$ cat config.mk
export PLATFORM = sky130hd
export DESIGN_NAME = bceu_exec
export DESIGN_NICKNAME = d
export VERILOG_FILES = /design/src/assert_macros.svh /design/src/bceu_pkg.sv /design/src/bceu_exec.sv
export SDC_FILE = /design/constraint.sdc
export NUM_CORES = 1
export LEC_CHECK = 0
export ABC_CLOCK_PERIOD_IN_PS = 8250
export BUFFER_PORTS_ARGS = -buffer_cell sky130_fd_sc_hd__buf_2
export CAP_MARGIN = 20
export CORE_UTILIZATION = 35
export DETAILED_ROUTE_END_ITERATION = 8
export GPL_TIMING_DRIVEN = 0
export PLACE_DENSITY = 0.67
export SLEW_MARGIN = 40
export SYNTH_ARGS = -nofsm -noshare
export SYNTH_HDL_FRONTEND = slang
export SYNTH_SLANG_ARGS = --single-unit
$ cat constraint.sdc
create_clock -name vclk -period 8.25
set_input_delay 2.475 -clock vclk [all_inputs]
set_output_delay 2.475 -clock vclk [all_outputs]
set_load 0.005 [all_outputs]
$ cat src/assert_macros.svh
// assertion macros included by the execute unit top
`ifndef ASSERT_MACROS_SVH
`define ASSERT_MACROS_SVH
`ifndef SYNTHESIS
// property must hold at every edge outside reset
`define ASSERT_HOLDS(lbl, clk, rst, prop) \
   lbl: assert property (@(posedge clk) disable iff (rst) prop) \
      else $error("%m: assertion failed");
// expression must never be true outside reset
`define ASSERT_NEVER(lbl, clk, rst, expr) \
   lbl: assert property (@(posedge clk) disable iff (rst) !(expr)) \
      else $error("%m: forbidden condition seen");
`else
`define ASSERT_HOLDS(lbl, clk, rst, prop)
`define ASSERT_NEVER(lbl, clk, rst, expr)
`endif
`endif

$ cat src/bceu_pkg.sv
// types, constants and helpers of the basic computer execute unit
package bceu_pkg;

   localparam int ADDR_W    = 12;
   localparam int WORD_W    = 16;
   localparam int CHAR_W    = 8;
   localparam int ADDR_SPAN = 1 << ADDR_W;
   localparam int MEM_WORDS = 4096;
   localparam int MEM_AW    = $clog2(MEM_WORDS);
   localparam int MOD_STEPS = ADDR_SPAN / MEM_WORDS;

   // register reference bit positions, highest priority first
   localparam int RR_CLA = 11;
   localparam int RR_CLE = 10;
   localparam int RR_CMA = 9;
   localparam int RR_CME = 8;
   localparam int RR_CIR = 7;
   localparam int RR_CIL = 6;
   localparam int RR_INC = 5;
   localparam int RR_SPA = 4;
   localparam int RR_SNA = 3;
   localparam int RR_SZA = 2;
   localparam int RR_SZE = 1;
   localparam int RR_HLT = 0;

   // i/o bit positions
   localparam int IO_INP = 11;
   localparam int IO_OUT = 10;

   typedef enum logic [1:0] {
      KIND_WRITE = 2'd0,
      KIND_READ  = 2'd1,
      KIND_SETPC = 2'd2,
      KIND_EXEC  = 2'd3
   } kind_type;

   typedef enum logic [2:0] {
      OP_AND = 3'd0,
      OP_ADD = 3'd1,
      OP_LDA = 3'd2,
      OP_STA = 3'd3,
      OP_BUN = 3'd4,
      OP_BSA = 3'd5,
      OP_ISZ = 3'd6,
      OP_RIO = 3'd7
   } op_type;

   typedef struct packed {
      logic [1:0]        kind;
      logic [ADDR_W-1:0] address;
      logic [WORD_W-1:0] data_word;
      logic [CHAR_W-1:0] in_char;
   } req_word_type;

   typedef struct packed {
      logic [WORD_W-1:0] acc_value;
      logic              extend_value;
      logic [ADDR_W-1:0] pc_value;
      logic              running;
      logic [WORD_W-1:0] read_data;
      logic              out_valid;
      logic [CHAR_W-1:0] out_high;
      logic [CHAR_W-1:0] out_low;
   } rsp_word_type;

   typedef struct packed {
      logic [WORD_W-1:0] acc;
      logic              ext;
      logic [ADDR_W-1:0] pc;
      logic              run;
   } arch_type;

   typedef struct packed {
      arch_type          arch;
      logic              mem_we;
      logic [WORD_W-1:0] mem_wdata;
      rsp_word_type      rsp;
   } exec_out_type;

   // address folded into the memory by repeated subtraction
   function automatic logic [MEM_AW-1:0] mem_index(input logic [ADDR_W-1:0] a);
      logic [ADDR_W:0] v;
      v = {1'b0, a};
      for (int i = 0; i < MOD_STEPS; i++) begin
         if (v >= (ADDR_W+1)'(MEM_WORDS)) begin
            v = v - (ADDR_W+1)'(MEM_WORDS);
         end
      end
      return v[MEM_AW-1:0];
   endfunction

endpackage

$ cat src/bceu_exec.sv
// instruction execute logic: next machine state, memory write-back and response word
module bceu_exec (
   input  bceu_pkg::req_word_type item,
   input  bceu_pkg::arch_type     cur,
   input  logic [15:0]            mem_word,
   output bceu_pkg::exec_out_type res
);
   import bceu_pkg::*;

   logic [ADDR_W-1:0] pc_inc;
   logic [ADDR_W-1:0] pc_skip;
   logic [WORD_W:0]   sum;
   logic [WORD_W:0]   ea_inc;
   logic [WORD_W-1:0] isz_word;
   logic [ADDR_W-1:0] ea;
   logic [WORD_W-1:0] w;

   assign w        = item.data_word;
   assign ea       = w[ADDR_W-1:0];
   assign pc_inc   = cur.pc + 12'd1;
   assign pc_skip  = cur.pc + 12'd2;
   assign sum      = {1'b0, cur.acc} + {1'b0, mem_word};
   assign ea_inc   = {cur.ext, cur.acc} + 17'd1;
   assign isz_word = mem_word + 16'd1;

   always_comb begin
      res.arch      = cur;
      res.mem_we    = 1'b0;
      res.mem_wdata = w;
      res.rsp       = '0;
      unique case (kind_type'(item.kind))
         KIND_WRITE: begin
            res.mem_we = 1'b1;
         end
         KIND_READ: begin
            res.rsp.read_data = mem_word;
         end
         KIND_SETPC: begin
            res.arch.pc  = item.address;
            res.arch.run = 1'b1;
         end
         KIND_EXEC: begin
            if (cur.run) begin
               res.arch.pc = pc_inc;
               unique case (op_type'(w[14:12]))
                  OP_AND: res.arch.acc = cur.acc & mem_word;
                  OP_ADD: begin
                     res.arch.acc = sum[WORD_W-1:0];
                     res.arch.ext = sum[WORD_W];
                  end
                  OP_LDA: res.arch.acc = mem_word;
                  OP_STA: begin
                     res.mem_we    = 1'b1;
                     res.mem_wdata = cur.acc;
                  end
                  OP_BUN: res.arch.pc = ea;
                  OP_BSA: begin
                     res.mem_we    = 1'b1;
                     res.mem_wdata = {w[15:13], 1'b0, pc_inc};
                     res.arch.pc   = ea + 12'd1;
                  end
                  OP_ISZ: begin
                     res.mem_we    = 1'b1;
                     res.mem_wdata = isz_word;
                     if (isz_word == '0) begin
                        res.arch.pc = pc_skip;
                     end
                  end
                  OP_RIO: begin
                     if (!w[15]) begin
                        priority if (w[RR_CLA]) res.arch.acc = '0;
                        else if (w[RR_CLE]) res.arch.ext = 1'b0;
                        else if (w[RR_CMA]) res.arch.acc = ~cur.acc;
                        else if (w[RR_CME]) res.arch.ext = ~cur.ext;
                        else if (w[RR_CIR]) begin
                           res.arch.acc = {cur.ext, cur.acc[WORD_W-1:1]};
                           res.arch.ext = cur.acc[0];
                        end else if (w[RR_CIL]) begin
                           res.arch.acc = {cur.acc[WORD_W-2:0], cur.ext};
                           res.arch.ext = cur.acc[WORD_W-1];
                        end else if (w[RR_INC]) begin
                           res.arch.acc = ea_inc[WORD_W-1:0];
                           res.arch.ext = ea_inc[WORD_W];
                        end else if (w[RR_SPA]) begin
                           if (!cur.acc[WORD_W-1]) res.arch.pc = pc_skip;
                        end else if (w[RR_SNA]) begin
                           if (cur.acc[WORD_W-1]) res.arch.pc = pc_skip;
                        end else if (w[RR_SZA]) begin
                           if (cur.acc == '0) res.arch.pc = pc_skip;
                        end else if (w[RR_SZE]) begin
                           if (!cur.ext) res.arch.pc = pc_skip;
                        end else if (w[RR_HLT]) res.arch.run = 1'b0;
                        else begin
                           // no operation bit: only the pc advances
                           res.arch.run = cur.run;
                        end
                     end else if (w[IO_INP]) begin
                        res.arch.acc = {{(WORD_W-CHAR_W){1'b0}}, item.in_char};
                     end else if (w[IO_OUT]) begin
                        res.rsp.out_valid = 1'b1;
                        res.rsp.out_high  = cur.acc[WORD_W-1:CHAR_W];
                        res.rsp.out_low   = cur.acc[CHAR_W-1:0];
                     end
                  end
               endcase
            end
         end
      endcase
      res.rsp.acc_value    = res.arch.acc;
      res.rsp.extend_value = res.arch.ext;
      res.rsp.pc_value     = res.arch.pc;
      res.rsp.running      = res.arch.run;
   end

endmodule

======== Word level (Yosys, flattened, before mapping) ========
Cells that the tools add are included.
W data, S select, Z words.
operators by class
  mux-type cells .......................... 58
  equal/unequal tests ..................... 10
  reduce and logical (&&, ||, !) cells .... 4
  bitwise gates (word level) .............. 3
  add/sub/neg operators ................... 6
operator list
  cell                     count
  $mux W17                 18
  $mux W16                 8
  $mux W12                 9
  $mux W13                 5
  $pmux W16 S4             1
  $pmux W17 S3             1
  $pmux W12 S4             1
  $mux W47                 1
  $mux W14                 3
  $logic_not A16 Y1        2
  $pmux W13 S2             1
  $add A12 B1 Y12 const B  2
  $add A16 B16 Y17         1
  $add A17 B1 Y17 const B  1
  $add A16 B1 Y16 const B  1
  $and A16 B16 Y16         1
  $not A16 Y16             1
  $add A12 B2 Y12 const B  1
  $eq A3 B3 Y1 const B     4
  $mux W1                  8
  $eq A3 B2 Y1 const B     2
  $eq A2 B2 Y1 const B     2
  $pmux W1 S2              2
  $eq A3 B1 Y1 const B     1
  4 further kinds          4
storage, ports and cells
  flip-flop bits (word level) ............. 0
  output and inout bits ................... 110
  logic and storage cells ................. 81
  input port bits ......................... 84

======== Longest topological paths before layout ========
  depth in word-level cells ............... 20
  depth in mapped cells ................... 12
  depth with buffers taken out ............ 10

======== Least setup slack after synthesis ========
OpenSTA, ideal clock, no wires.
  kind .................................... input -> output
  start ................................... input cur[14] in the netlist's numbering
  end ..................................... output res[108] in the netlist's numbering
  required time ........................... 5.775 ns
  setup slack ............................. 0.956 ns
  cell stages on the path ................. 10
  buffers on the path ..................... 1
  arrival ................................. 4.819 ns
  cells stage by stage .................... ha_1 fa_1 a211oi_1 o21ai_0 a41oi_1 o21ai_0 a22oi_1 a31oi_1 o32a_1 buf_4
RTL lines
  element          RTL line        RTL
  start, declared  bceu_exec.sv:4  input bceu_pkg::arch_type cur,
  end, declared    bceu_exec.sv:6  output bceu_pkg::exec_out_type res

==> summary.md <==
| Metric | Value |
|---|---|
| Post-route setup TNS | 0 ns |
| All-Layer GR Usage | 0.331 |
| Area Growth Syn to Fin | 19.8% |
| Hold Slack | 5.32 ns |
| Kind of critical path | in -> out |
| Final wirelength | 31300 µm |
| Synth warn | 0 |
| Post-synthesis sequential area ratio | 0 |
| DIE HEIGHT | 135 µm |
| Final Cycle Share | 0.977 |
| Status | completed |
| Initial antenna violation count | 0 |
| Gpl congestion | approximately 1.0 |
| Tmin final | 8.06 ns |
| Vias post-DR | 9149 |
| Critical Path Start | cur[15] |
| Drt wl/cell | 22.3 µm |
| Endpoint class of the critical path | primary output |
| Post-Syn Area | 0.00615 mm² |
| Fmax | ~120 MHz |
| Slew headroom | 0.486 |
| Input/output buffers | approximately 180 |
| Yosys top cell area share | 0.0756 |
| Synth top area cells | a21oi_1 7.6%, o21ai_0 6.3%, nand2_1 6.3%, nor2_1 6.0%, ha_1 5.7% |
| TritonRoute pass-1 iters | 6 |
| Top Ports | 194 |
| Row Count | 48 |
| Crit path required time | approximately 5.8 ns |
| Routed Antenna Nets | 0 |
| Max Cap Violations | 0 |
| Core area | 0.0172 mm² |
| Peak supply drop | 38.1 µV |
| Hold depth | 4 |
| Fin util | 0.428 |
| Area leader, netlist | a21oi_1 |
| Count leader, synth | nand2_1 |
| Vias per Instance | 6.51 |
| Total global routing overflow | 0 |
| Critical Path Fanout Max | 9 |
| Critical Path Start Type | input port |
| Unrepaired setup endpoints after global routing | false |
| Post-Syn Area per Cell | 6.17 µm² |
| Hold path endpoint | res[42] |
| Diodes inserted | 0 |
| DPL Wire Length | 24500 µm |
| Filler cells | 1943 |
| Synth top cells by count | 104 x nand2_1, 98 x nor2_1, 93 x a21oi_1 |
| Die span in x | 135 µm |
| # Post-CTS Setup Buffers | 0 |
| Hold Crit Start | item[32] |
| Final setup viols | 0 |
| Clkbuf count | 0 |
| FF+latch area | 0 µm² |
| CP Data Arrival Time | approximately 5.6 ns |
| Synth unique cells | 87 |
| DRC violation count after routing | 0 |
| Die ar. | 0.0181 mm² |
| Syn Nets | 1110 |
| Slew Limit Fails | 0 |
| Final hold violation count | 0 |
| Hold Crit Class | in -> out |
| Final nets | between 1k and 1.5k |
| Leakage | 3.02 nW |
| Number of global-route vias before repair | 7978 |
| Slew @ Worst Pin | slightly below 0.8 ns |
| Starting Density | 0.357 |
| Initial DRC count | 1348 |
| P per Cell Area | 58.4 mW/mm² |
| First-pass GRT wire length | about 47000 µm |
| Synth Instances | approximately 1000 |
| Seq_cells | 0 |
| Share of cells above drive strength 1 | 0.229 |
| Largest net degree at the start of global routing | 11 |
==> how the worst max path moves through the flow <==
stage / cells past startpoint / to
4_1_cts: 13 / res[93]
2_1_floorplan: 10 / res[108]
6_report: 12 / res[93]
5_1_grt: 12 / res[93]
3_5_place_dp: 13 / res[93]
3_3_place_gp: 14 / res[88]
==> through the flow <==
stage	total power, mW	setup slack, ns	instances	cell area (µm²)
4_1_cts	0.415	0.231	1406	7360
3_5_place_dp	0.414	0.238	1406	7360
2_1_floorplan	0.258	0.956	997	6150
3_3_place_gp	0.412	0.251	1406	7360
5_1_grt	0.460	0.0629	1406	7370
6_report	0.431	0.192	1406	7370
==> report_power, final <==
group / switching [mW] / internal (mW)
Combinational: 0.268 / 0.163
Sequential: 0 / 0
Clock: 0 / 0
==> critical path: stages <==
cell	delay, ns
buf_2	0.29
ha_1	0.27
nand2_1	0.21
nor4_2	0.35
a221oi_1	0.14
o41ai_2	0.48
a21oi_1	0.12
o31ai_1	0.38
a2111oi_0	0.18
o21ai_1	0.39
buf_4	0.18
buf_2	0.10
==> per-layer routing <==
metal	share of wire	global-route usage
met1	0.40	0.451
met2	0.42	0.511
met3	0.12	0.0402
met4	0.057	0.164
met5	0	0
==> cell usage in the layout, fill, tap and decap left out, drive strengths merged, types with 12 or more instances in the layout <==
master  Yosys  final
a211oi     17     17
a21o       13     13
a21oi      93     93
a221oi     14     14
a31oi      14     14
and2       31     31
and3       13     13
buf        58    242
clkbuf     66     66
ha         28     28
inv        19     19
mux2i      15     15
nand2     105    105
nand3      24     24
nand4      21     21
nor2      100    100
nor3       27     27
nor4       17     17
o21ai      83     83
o22ai      19     19
or3        12     12
xnor2      40     40
xor2       22     22
==> final cells by class <==
cell class | instances | area, µm² | area share
timing repair buffer | 184 | 921 | 0.125
inverter | 21 | 78.8 | 0.0107
multi-input combinational | 852 | 5470 | 0.742
tap | 225 | 282 | 0.0382
buffer | 124 | 622 | 0.0844
==> cells by family (layout without fill, tap and decap cells) <==
logic type | after synthesis | count (layout) | synth area share
XOR/XNOR | 62 | 62 | 0.0882
buffers and inverters | 145 | 329 | 0.114
AND/OR/NAND/NOR | 388 | 388 | 0.325
AO/OA/AOI/OAI | 354 | 354 | 0.381
adder cells (fa/ha/maj) | 29 | 29 | 0.0602
multiplexers | 19 | 19 | 0.0317
==> repair_timing <==
action,CTS,global route
hold buffers,0,0
resized for setup,0,1
hold endpoints to repair,0,0
endpoints found under the setup margin,0,1
No activity file was read; power rests on OpenSTA's default activity.
